File: src/design/bos_ram.sv
// ----------------------------------------------------------------------------
// bos_ram: generic single-port-write, single-port-read RAM.
// One write and one registered read per cycle.
// ----------------------------------------------------------------------------
`default_nettype none
module bos_ram #(
    parameter int WIDTH = 8,
    parameter int DEPTH = 64
) (
    input  wire logic                     i_clk,
    input  wire logic                     i_we,
    input  wire logic [$clog2(DEPTH)-1:0] i_waddr,
    input  wire logic [WIDTH-1:0]         i_wdata,
    input  wire logic [$clog2(DEPTH)-1:0] i_raddr,
    output logic      [WIDTH-1:0]         o_rdata
);
    logic [WIDTH-1:0] r_mem [DEPTH];

    // Write port and registered read port.
    always_ff @(posedge i_clk) begin
        if (i_we) begin
            r_mem[i_waddr] <= i_wdata;
        end
        o_rdata <= r_mem[i_raddr];
    end
endmodule
`default_nettype wire

File: config.mk
export PLATFORM = sky130hd
export DESIGN_NAME = bos_ram
export DESIGN_NICKNAME = d
export VERILOG_FILES = /design/src/design/bos_ram.sv
export SDC_FILE = /design/constraint.sdc
export NUM_CORES = 1
export LEC_CHECK = 0
export BUFFER_PORTS_ARGS = -buffer_cell sky130_fd_sc_hd__buf_2
export CAP_MARGIN = 20
export CORE_UTILIZATION = 56
export DETAILED_ROUTE_END_ITERATION = 16
export HOLD_SLACK_MARGIN = 0.05
export PLACE_DENSITY = 0.75
export SYNTH_ARGS = -nofsm -noshare
export SYNTH_HDL_FRONTEND = slang
export SYNTH_SLANG_ARGS = --single-unit
File: constraint.sdc
create_clock -name i_clk -period 1.8 [get_ports i_clk]
set_clock_uncertainty 0.05 [all_clocks]
set_input_delay 0.09 -clock i_clk [delete_from_list [all_inputs] [get_ports i_clk]]
set_output_delay 0.09 -clock i_clk [all_outputs]
set_load 0.01 [all_outputs]
; Word-level counts from Yosys, hierarchy flattened
; Memory sizes are Yosys's and may differ from the RTL's. A register that Yosys moved wholly into a read port is not among the register bits.
; Cells that the tools add are included.
[word_totals]
reg_bits = 0
ram_bits = 512
out_inout_bits = 8
word_cells = 3
memories = 1
[op_classes]
n_mux = 2
[mem_list]
columns = memory, words, width, rd, rd_ports_with_merged_regs, wr, line
row1 = r_mem, 64, 8, 1, 1, 1, 17  ; logic [WIDTH-1:0] r_mem [DEPTH];
[ops]
columns = op, n
row1 = 1-bit two-way mux, 2

; Logic depth before layout (Yosys ltp)
[depth]
ltp_word = 2
ltp_mapped = 9

; Worst setup path after synthesis
; Ideal clock, no wire load.
[synth_timing]
path_type = input -> register
from = input port i_raddr[1]
to = register o_rdata[3], read port of r_mem
setup_ns = 0.128
t_arrival_ns = 1.630
slack_ns = -0.008
cell_stages = 7
n_path_buf = 3
path_cell_list = buf_4 -> buf_2 -> buf_2 -> mux4_2 -> mux4_2 -> o21ai_1 -> o41ai_1
[synth_lines]
columns = item, line
row1 = from (decl), 14  ; input wire logic [$clog2(DEPTH)-1:0] i_raddr,
row2 = to (decl), 15  ; output logic [WIDTH-1:0] o_rdata

==> key figures <==
Yosys
  – FF+latch count, synth: 520
  – Post-synth design cell area: a little over 20000 µm²
  – EDFF count, synth: between 500 and 600
  – Cells after synthesis: 940
  – Sequential area share after synthesis: between 70 and 80%
  – Synth Area per Inst: between 20 and 25 µm²
  – Commonest cells post-synth: edfxtp_1, mux4_2, nor2_1
  – Synthesized Nets: roughly 960
  – Yosys warning total: 0
  – Ys flop type: edfxtp_1
  – Synth top area share: approximately 76%
  – Post-synth ARST share: 0%
  – Post-synth top area cell: edfxtp_1
  – Most common cell in the synthesized netlist: edfxtp_1
  – Largest cells by area after synthesis: edfxtp_1, mux4_2, nor2_1, mux2i_1, dfxtp_1
  – Count of cell types in the netlist: 40

Placement
  – Post-placement cell count: between 1500 and 2000
  – Gpl congestion: 0.844
  – Cell Area, Placed: approximately 22000 µm²
  – Port Buffers: 29
  – Hpwl dp: approximately 28000 µm

Cells and area
  – Share of layout cells above drive strength 1: a little over a third
  – Final core occ: about two thirds
  – Area Growth Syn to Fin: 18.0%
  – Fin area: ~24000 µm²
  – Final #Nets: 1160
  – Layout Cells excl Fill: roughly 1600
  – Antenna fix cells: 0

Worst hold path
  – Hold Path Stages: 3
  – Worst hold path type: input port to flip-flop
  – Worst hold path endpoint: o_rdata[1]
  – Hold_sp: i_raddr[5]

Die
  – Die footprint: between 30000 and 40000 µm²
  – Site Rows: 69
  – CORE AREA: 35500 µm²
  – I/O pin total: 30
  – Die Y: between 150 and 200 µm
  – Initial core utilization: ~57%
  – Chip width: 192 µm

GRT
  – GRT overflow: 0
  – Largest net degree at the start of global routing: 65
  – Total track usage: roughly a quarter
  – Vias in the first global route: 10300
  – First-pass GRT wire length: approximately 67000 µm
  – Initial antenna violation count: 0

Status
  – Failing checks: negative hold slack, negative setup slack
  – Status: finished, violations left

Timing
  – Final Critical Period: around 1.9 ns
  – Actual slew at the worst max-slew pin: between 0.9 and 1 ns
  – Final hold viol count: 4
  – Final setup viols: 6
  – Max frequency: around 520 MHz
  – Slew margin rel.: between 30% and 40%
  – Hold slack: -0.0676 ns
  – Fin. max-slew vios: 0
  – Setup TNS: -0.318 ns
  – Tcrit/Tclk final: 107%
  – Setup slack after layout: -0.122 ns
  – RSZ-0062 raised after global routing: yes

Pwr
  – Peak supply drop: 914 µV
  – Pwr Density: 1050 nW/µm²
  – Pleak: just under 8 nW

Clock tree
  – Htree depth: 2
  – CTS root buffer: clkbuf_16
  – CTS tree: yes
  – Cts bufs inserted: 50
  – Clk_lat worst skew: around 0.58 ns
  – CTS Sinks: 520
  – Setup bufs post-CTS: 0
  – Clk buf depth: 3
  – Worst-path clk slew: approximately 0.06 ns

Routing
  – Detailed-route wire length per cell: ~27 µm
  – 1st-pass router iterations: 5
  – Vias: 10400
  – Drt via density: 6.32
  – Total wire length: roughly 45000 µm
  – Initial drt markers: 1162
  – DRC violation count after routing: 0
  – Final ANT Viol Nets: 0

Critical path
  – Crit end category: flip-flop
  – Reg2Reg Setup Slack: -0.12 ns
  – CP Data Arrival Time: ~2.3 ns
  – Crit-path max FO: 1
  – FF-to-FF path depth: 5
  – Critical R2R Launch: r_mem[51][4]
  – Worst r2r dst: o_rdata[4]
  – Worst Path Class, Setup: flip-flop to flip-flop
  – Worst path required time: about 2.2 ns
  – Worst setup SP type: flip-flop

Job
  – Max-Cap Viols: 0
-- how the worst max path moves through the flow --
stage | start | end | slack (ns) | cells after the start
6_report | r_mem[51][4] | o_rdata[4] | -0.12 | 5
5_1_grt | r_mem[24][4] | o_rdata[4] | -0.16 | 5
4_1_cts | r_mem[51][4] | o_rdata[4] | -0.11 | 5
3_5_place_dp | i_raddr[0] | o_rdata[7] | -0.51 | 7
3_3_place_gp | i_raddr[0] | o_rdata[7] | -0.50 | 7
2_1_floorplan | i_raddr[0] | o_rdata[3] | 0.02 | 6
-- worst max-delay path, cell delays in order, from the launching register on --
cell and delay (ns):
edfxtp_1 0.36, mux4_2 0.51, mux4_2 0.52, nor2_1 0.14, buf_4 0.14, o32ai_4 0.07
-- sequential cells by signal, indices dropped and copies added (netlist names) --
signal / flops
r_mem: 512
o_rdata: 8
-- cells by family (layout without fill, tap and decap cells) --
logic type / count (synthesis) / after routing / share of synthesized area, %
multiplexers: 162 / 162 / 15.9
flip-flops: 520 / 520 / 77.0
AO/OA/AOI/OAI: 54 / 54 / 2.07
AND/OR/NAND/NOR: 153 / 153 / 3.39
buffers and inverters: 51 / 290 / 1.57
-- cell type report --
| class | instances | area (µm²) |
|---|---|---|
| Multi-Input combinational cell | 369 | 4470 |
| Fill cell | 2191 | 11700 |
| Clock inverter | 32 | 265 |
| Clock buffer | 61 | 1310 |
| Sequential cell | 520 | 15500 |
| Timing Repair Buffer | 197 | 1640 |
| Tap cell | 461 | 577 |
-- power by group --
part,switching [mW],internal (mW)
clock network,4.39,5.65
logic,0.829,0.638
registers,0.0468,13.4
total,5.26,19.7
-- repair_timing --
| action | CTS | global route |
|---|---|---|
| pin swaps | 9 | 2 |
| hold endpoints to repair | 96 | 132 |
| endpoints found under the setup margin | 8 | 13 |
| hold buffers | 7 | 2 |
| resized for setup | 22 | 10 |
-- metrics by stage --
stage	worst slack, ns	power, mW
final	-0.122	25.0
after global routing	-0.165	25.6
after CTS	-0.114	25.1
after detailed placement	-0.512	15.1
after global placement	-0.499	15.0
after floorplan	0.0200	14.4
-- cell usage in the layout (no fill, tap or decap), types with 4 or more instances in the layout --
master / instances
dlygate4sd3_1: 9
clkinv_2: 15
nor2_1: 80
clkinv_1: 5
mux2_2: 9
buf_2: 26
nand2b_1: 7
clkbuf_16: 50
mux2_4: 4
nor2b_1: 13
clkbuf_1: 9
buf_4: 145
o22ai_1: 7
clkinvlp_4: 4
mux2i_1: 23
edfxtp_1: 512
mux4_2: 126
nand3_1: 13
dfxtp_1: 8
nor3_1: 5
buf_12: 16
a211oi_1: 4
o221ai_1: 8
nand2_1: 18
-- layer usage --
metal | global-route usage (%) | share of wire (%) | up-vias
met5 | 0 | 0 | -
met4 | 8.55 | 3.0 | 0
met3 | 5.37 | 8.9 | 97
met2 | 39.9 | 49 | 568
met1 | 36.4 | 39 | 5371
li1 | - | - | 4335
Power figures use the tool's default switching activity.
