`src/design/bos_pkg.sv`:
```
// ----------------------------------------------------------------------------
// bos_pkg: shared types and constants for box overlap suppression.
// Holds field widths, register indexes, mode codes and sequencer states.
// ----------------------------------------------------------------------------
`default_nettype none
package bos_pkg;
    localparam int MAX_BOXES_DEF  = 64;
    localparam int COORD_BITS_DEF = 12;
    localparam int AREA_BITS      = 24;
    localparam int SCORE_BITS     = 16;
    localparam int LIMIT_BITS     = 16;
    localparam int CFG_IDX_BITS   = 8;
    localparam int CFG_DATA_BITS  = 16;

    // Configuration register indexes.
    localparam logic [CFG_IDX_BITS-1:0] REG_LIMIT = 8'd0;
    localparam logic [CFG_IDX_BITS-1:0] REG_MODE  = 8'd1;

    localparam logic MODE_UNION = 1'b0;
    localparam logic MODE_MIN   = 1'b1;

    localparam logic [LIMIT_BITS-1:0] LIMIT_RESET = 16'd45875;

    // Sequencer states.
    typedef enum logic [2:0] {
        S_LOAD,
        S_SCAN,
        S_PICK,
        S_TEST,
        S_EMIT
    } t_state;
endpackage
`default_nettype wire

```
`src/design/bos_overlap.sv`:
```
// ----------------------------------------------------------------------------
// bos_overlap: two-stage overlap test of a stored box against the pick.
// Stage one forms the intersection and denominator, stage two compares.
// ----------------------------------------------------------------------------
`default_nettype none
module bos_overlap #(
    parameter int COORD_BITS = bos_pkg::COORD_BITS_DEF
) (
    input  wire logic                            i_clk,
    input  wire logic [COORD_BITS-1:0]           i_al,
    input  wire logic [COORD_BITS-1:0]           i_at,
    input  wire logic [COORD_BITS-1:0]           i_ar,
    input  wire logic [COORD_BITS-1:0]           i_ab,
    input  wire logic [bos_pkg::AREA_BITS-1:0]   i_aa,
    input  wire logic [COORD_BITS-1:0]           i_pl,
    input  wire logic [COORD_BITS-1:0]           i_pt,
    input  wire logic [COORD_BITS-1:0]           i_pr,
    input  wire logic [COORD_BITS-1:0]           i_pb,
    input  wire logic [bos_pkg::AREA_BITS-1:0]   i_pa,
    input  wire logic                            i_mode,
    input  wire logic [bos_pkg::LIMIT_BITS-1:0]  i_limit,
    output logic                                 o_hit
);
    localparam int SW = COORD_BITS + 1;
    localparam int IW = 2 * SW;
    localparam int DW = IW + 2;

    logic [COORD_BITS-1:0] lo_x, hi_x, lo_y, hi_y;
    logic signed [SW:0]    wx, wy;
    logic [SW-1:0]         sx, sy;
    logic [IW-1:0]         n_inter, r_inter;
    logic signed [DW-1:0]  n_denom, r_denom;
    logic [DW+16:0]        lhs, rhs;

    // Spans of the intersection, clamped at zero.
    always_comb begin
        lo_x = (i_al > i_pl) ? i_al : i_pl;
        hi_x = (i_ar < i_pr) ? i_ar : i_pr;
        lo_y = (i_at > i_pt) ? i_at : i_pt;
        hi_y = (i_ab < i_pb) ? i_ab : i_pb;
        wx = $signed({2'b00, hi_x}) - $signed({2'b00, lo_x}) + (SW+1)'(1);
        wy = $signed({2'b00, hi_y}) - $signed({2'b00, lo_y}) + (SW+1)'(1);
        sx = (wx > 0) ? wx[SW-1:0] : '0;
        sy = (wy > 0) ? wy[SW-1:0] : '0;
        n_inter = sx * sy;
        if (i_mode == bos_pkg::MODE_MIN) begin
            n_denom = $signed(DW'((i_aa < i_pa) ? i_aa : i_pa));
        end else begin
            n_denom = $signed(DW'(i_aa)) + $signed(DW'(i_pa)) - $signed(DW'(n_inter));
        end
    end

    always_ff @(posedge i_clk) begin
        r_inter <= n_inter;
        r_denom <= n_denom;
    end

    // Threshold compare without division.
    always_comb begin
        lhs = {(DW+17-IW-16)'(0), r_inter, 16'd0};
        rhs = (DW+17)'(i_limit) * (DW+17)'(r_denom[DW-2:0]);
        o_hit = (r_denom <= 0) || (lhs > rhs);
    end
endmodule
`default_nettype wire

```
`config.mk`:
```
export PLATFORM = sky130hd
export DESIGN_NAME = bos_overlap
export DESIGN_NICKNAME = d
export VERILOG_FILES = /design/src/design/bos_pkg.sv /design/src/design/bos_overlap.sv
export SDC_FILE = /design/constraint.sdc
export NUM_CORES = 2
export LEC_CHECK = 0
export BUFFER_PORTS_ARGS = -buffer_cell sky130_fd_sc_hd__buf_2
export CELL_PAD_IN_SITES_DETAIL_PLACEMENT = 0
export CELL_PAD_IN_SITES_GLOBAL_PLACEMENT = 1
export CORE_ASPECT_RATIO = 0.75
export CORE_UTILIZATION = 50
export DETAILED_ROUTE_END_ITERATION = 16
export HOLD_SLACK_MARGIN = 0.05
export PLACE_DENSITY_LB_ADDON = 0.1
export SYNTH_ARGS = -nofsm -noshare
export SYNTH_HDL_FRONTEND = slang
export SYNTH_SLANG_ARGS = --single-unit
export TNS_END_PERCENT = 30
```
`constraint.sdc`:
```
create_clock -name i_clk -period 15.1 [get_ports i_clk]
set_input_delay 1.51 -clock i_clk [delete_from_list [all_inputs] [get_ports i_clk]]
set_output_delay 1.51 -clock i_clk [all_outputs]
set_load 0.01 [all_outputs]
```
# Yosys cells after proc, flatten, opt, wreduce, memory -nomap -nowiden
# Index checks and enable logic that the tools add are counted.
[totals]
reg_bits = 54
latch_bits = 0
mem_bits_rw = 0
mem_bits_ro = 0
in_bits = 162
out_inout_bits = 1
elab_cells = 28
memories = 0
[classes]
addsub = 6
mul = 2
div = 0
magnitude_cmp = 9
eq_ne = 0
n_shift = 0
muxes = 8
bitwise = 0
n_reduce_logical = 1
[op_table]
columns = ["op", "count"]
rows = [
  ["12-bit 2-to-1 mux", 4],
  ["42-bit by 43-bit greater-than comparator with 1-bit output", 1],
  ["16-bit by 27-bit multiplier with 43-bit output", 1],
  ["13-bit by 2-bit adder with 14-bit output, second input constant", 2],
  ["14-bit by 1-bit greater-than comparator with 1-bit output, second input constant", 2],
  ["28-bit by 1-bit less-or-equal comparator with 1-bit output, second input constant", 1],
  ["28-bit 2-to-1 mux", 1],
  ["25-bit by 26-bit subtractor with 27-bit output", 1],
  ["13-bit by 13-bit multiplier with 26-bit output", 1],
  ["13-bit 2-to-1 mux", 2],
  ["12-bit by 12-bit subtractor with 13-bit output", 2],
  ["24-bit by 24-bit adder with 25-bit output", 1],
  ["12-bit greater-than comparator", 2],
  ["12-bit less-than comparator", 2],
  ["24-bit less-than comparator", 1],
  ["24-bit 2-to-1 mux", 1],
  ["1-bit logical OR", 1],
]

# Logic depth before layout (Yosys ltp)
[logic_depth]
depth_word = 9
depth_mapped = 56
ltp_nobuf = 54

# Worst setup path after synthesis
# No wires, ideal clock.
[synth_timing]
path_type = "input to register"
from = "in i_pr[1]"
to = "reg r_denom[23]"
setup_time_ns = 0.070
t_arrival_ns = 13.247
required_ns = 15.030
slack_ns = 1.783
path_stages = 54
path_buffers = 3
path_cell_list = "inv_1 > ha_1 > a21o_1 > a21o_1 > a21o_1 > a21o_1 > a21o_1 > a2111oi_0 > o21ai_0 > a31oi_1 > buf_2 > mux2i_1 > ha_1 > inv_1 > fa_1 > a21oi_1 > o21bai_1 > xor2_1 > [18 not listed] > a21o_1 > a21oi_1 > nand2_1 > a21o_1 > a31o_2 > a21oi_1 > xnor2_1 > fa_1 > inv_1 > ha_1 > clkbuf_1 > a21o_1 > a41oi_1 > a21oi_1 > o41ai_1 > o21ai_0 > mux2_2 > a21oi_1"
[synth_between]
elab_chain_cells = 9
[synth_lines]
columns = ["element", "line", "rtl"]
rows = [
  ["start, declared", "bos_overlap.sv:17", "input wire logic [COORD_BITS-1:0] i_pr,"],
  ["12-bit less-than comparator", "bos_overlap.sv:38", "hi_x = (i_ar < i_pr) ? i_ar : i_pr;"],
  ["12-bit 2-to-1 mux (*)", "bos_overlap.sv:38", ""],
  ["12-bit by 12-bit subtractor with 13-bit output (*)", "bos_overlap.sv:41", "wx = $signed({2'b00, hi_x}) - $signed({2'b00, lo_x}) + (SW+1)'(1);"],
  ["13-bit by 2-bit adder with 14-bit output (*)", "bos_overlap.sv:41", ""],
  ["14-bit by 1-bit greater-than comparator with 1-bit output", "bos_overlap.sv:43", "sx = (wx > 0) ? wx[SW-1:0] : '0;"],
  ["13-bit 2-to-1 mux (*)", "bos_overlap.sv:43", ""],
  ["13-bit by 13-bit multiplier with 26-bit output (*)", "bos_overlap.sv:45", "n_inter = sx * sy;"],
  ["net n_inter[16]", "bos_overlap.sv:31", "logic [IW-1:0] n_inter, r_inter;"],
  ["25-bit by 26-bit subtractor with 27-bit output (*)", "bos_overlap.sv:49", "n_denom = $signed(DW'(i_aa)) + $signed(DW'(i_pa)) - $signed(DW'(n_inter));"],
  ["28-bit 2-to-1 mux (*)", "bos_overlap.sv:46", "if (i_mode == bos_pkg::MODE_MIN) begin"],
  ["net n_denom[23]", "bos_overlap.sv:32", "logic signed [DW-1:0] n_denom, r_denom;"],
  ["end signal, assigned", "bos_overlap.sv:55", "r_denom <= n_denom;"],
  ["end, declared", "bos_overlap.sv:32", ""],
]
# The timed path passes the listed nets; every way through them passes the cells marked *.

# Worst setup path after layout
[layout_timing]
from = "in i_ar[1]"
to = "reg r_denom[25]"
[layout_between]
elab_chain_cells = 9
[layout_lines]
columns = ["element", "line", "rtl"]
rows = [
  ["start, declared", "bos_overlap.sv:12", "input wire logic [COORD_BITS-1:0] i_ar,"],
  ["12-bit less-than comparator", "bos_overlap.sv:38", ""],
  ["12-bit 2-to-1 mux (*)", "bos_overlap.sv:38", ""],
  ["12-bit by 12-bit subtractor with 13-bit output (*)", "bos_overlap.sv:41", ""],
  ["13-bit by 2-bit adder with 14-bit output (*)", "bos_overlap.sv:41", ""],
  ["14-bit by 1-bit greater-than comparator with 1-bit output", "bos_overlap.sv:43", ""],
  ["13-bit 2-to-1 mux (*)", "bos_overlap.sv:43", ""],
  ["13-bit by 13-bit multiplier with 26-bit output (*)", "bos_overlap.sv:45", ""],
  ["net n_inter[22]", "bos_overlap.sv:31", ""],
  ["25-bit by 26-bit subtractor with 27-bit output (*)", "bos_overlap.sv:49", ""],
  ["28-bit 2-to-1 mux (*)", "bos_overlap.sv:46", ""],
]
# Marked as above.

==> results.md <==
- H-tree lvl count: 2
- Post-synthesis sequential area ratio: 0.03899
- Grt ovf: 0
- Critical path capture point type: register
- Netlist Area Pre-Place: ~0.027 mm^2
- Number of global-route vias before repair: roughly 23000
- Max Clock Freq: about 70 MHz
- Max Root-Sink Buffers: 2
- Mapped Nets: approximately 4200
- Yosys top cell by area: fa_1
- Mux cell area share after synthesis: 0.02258
- Synth async-reset ratio: 0
- Worst Tran Pin Value: 1.177 ns
- Detailed-route DRC error count: 0
- P&R area growth vs syn: 6.010%
- Synth warn: 0
- Adder-Cell Fraction of Synth Area: 0.5173
- RePlAce Congestion: about 1
- Final setup violation count: 0
- Routed wire length per instance: slightly below 20 um
- Post-synthesis cell type count: between 90 and 100
- Post-synthesis compound-gate area fraction: 0.1070
- Yosys reg bits: between 50 and 60
- Crit path max fanout: 12
- Clock sink count: 53
- Post-DP Area: around 0.029 mm^2
- Non-filler instance count after layout: approximately 4000
- Post-synth EDFFs: 0
- Largest net degree at the start of global routing: 55
- Worst endpoint required time: about 15 ns
- Synth area leaders: fa_1, ha_1, inv_1, nand2_1, dfxtp_1
- Synth Area in Simple Gates: 0.1716
- Die width: approximately 270 um
- Pins Over Slew Limit: 0
- Buffers on Ports: ~160
- Top FF cell, synth: dfxtp_1
- Worst setup path class: primary input to register
- Final min period: 14.27 ns
- Hpwl dp: roughly 65 mm
- Std-Cell Rows: 73
- Initial antenna violation count: 1
- ANT nets after route: 0
- Clock transition at path regs: roughly 0.080 ns
- Core Box Area: about 0.053 mm^2
- Xor/xnor share of the synthesized area: 0.03255
- Period utilization: 0.9453
- Number of max-cap violations: 0
- Synth top area share: 0.3642
- Final Hold Violating Endpoints: 0
- DP Cell Count: between 4000 and 5000
- Slowest cell on crit path: fa_1
- Initial core utilization: 0.5102
- Crit-path leading delay family: compound AO/OA/AOI/OAI gates
- CP Launch Type: primary input
- Hold Buf Count CTS: 0
- Via count: 22278
- Vias per cell: ~5.5
- Post-route cell area: between 0.02 and 0.03 mm^2
- Syn avg cell area: between 8 and 9 um^2
- Post-Syn Instances: 3243
- WL final: 78.50 mm
- Critical path's largest stage delay: around 0.6 ns
- Initial drt markers: between 1500 and 2000
- Die Height: a little over 200 um
- Share of layout cells above drive strength 1: 0.08228
- Class of the worst hold path: primary input to register
- Final hold slack: around 1.5 ns
- Cts bufs inserted: 5
- First-pass GRT wire length: approximately 130 mm
- Crit path DAT: around 14 ns
- CTS tree: yes
- Status: finished clean
- Main combinational cell family by area after synthesis: adder cells
- Final nets: ~4300
- WP buf/inv: 9
- Die ar.: between 0.05 and 0.06 mm^2
- # IOs: 163
- Clock root cell: clkbuf_16
- Max_slew headroom: 0.2143
- DRT Pass-1 Iters: 6
- Post-layout util: 0.5408
- GR Util All Layers: 0.2925
stage by stage:
stage / setup TNS, ns / setup WS, ns
3_5_place_dp: -0.009539 / -0.009539
2_1_floorplan: 0 / 1.783
5_1_grt: -0.02100 / -0.02100
6_report: 0 / 0.8265
3_3_place_gp: 0 / 0.4447
4_1_cts: 0 / 0.3320
repair_timing:
action                     CTS  global route
setup buffers                0             0
resized for setup            0             8
setup endpoints to repair    0             6
layout by cell type, fill, tap and decap left out, types with 68 or more instances in the layout:
cell,count
fa_1,495
nor2_1,168
ha_1,333
nand2_1,449
buf_2,162
inv_1,662
and2_1,135
a21oi_1,131
a21o_1,75
o21ai_0,68
area by class of cell:
cell class / count / area [um^2]
diodes: 1 / 2.502
clock buffers: 6 / 128.9
clock inverters: 2 / 15.01
fillers: 5169 / 24490
inverters: 663 / 2489
multi-input cells: 2401 / 23220
flip-flops and latches: 53 / 1061
well taps: 712 / 890.9
repair buffers: 193 / 1044
state kept, by name, summed over array words and instances, names as in the netlist:
name	flops
r_inter	26
r_denom	27
cells by family (layout without fill, tap and decap cells):
| logic type | count (synthesis) | count (layout) |
|---|---|---|
| mux | 58 | 58 |
| flops | 53 | 53 |
| compound gates | 426 | 426 |
| xor+xnor | 99 | 99 |
| fa+ha+maj | 828 | 828 |
| other cells | 0 | 1 |
| simple gates | 990 | 990 |
| buf+inv | 789 | 864 |
path summary, 6_finish.rpt:
check	slack (ns)	from	endpoint	cells past startpoint
setup / recovery	0.83	i_ar[1]	r_denom[25]$_SDFF_PP0_	52
hold / removal	1.47	i_pa[22]	r_denom[22]$_DFF_P_	3
synth_stat cells (all sizes together), types with 4 or more instances:
library cell	count
a211o	7
a221oi	9
nand2	449
dfxtp	53
o31ai	11
xnor2	64
mux2i	31
or2	8
clkbuf	108
or3	22
nor4	19
a2111oi	8
a31oi	10
nand3	34
ha	333
a21oi	132
a31o	8
o31a	5
a21o	76
nor3b	5
nand2b	30
nor2	169
xor2	35
o211ai	10
o21a	16
o21bai	16
o2111ai	4
a41oi	5
o21ai	71
mux2	27
nor4b	4
and3	18
nor2b	22
a211oi	14
buf	18
inv	663
and2	137
fa	495
nand4	23
nor3	37
layer usage:
layer / wire length [um] / GRT usage
met1: 37780 / 0.4360
met2: 33280 / 0.4383
met3: 6153 / 0.06649
met5: 0 / 0
met4: 1283 / 0.04474
Power is left out: the tool's default activity adds up to more than one toggle a clock period on the data nets, which glitch-free logic cannot reach.
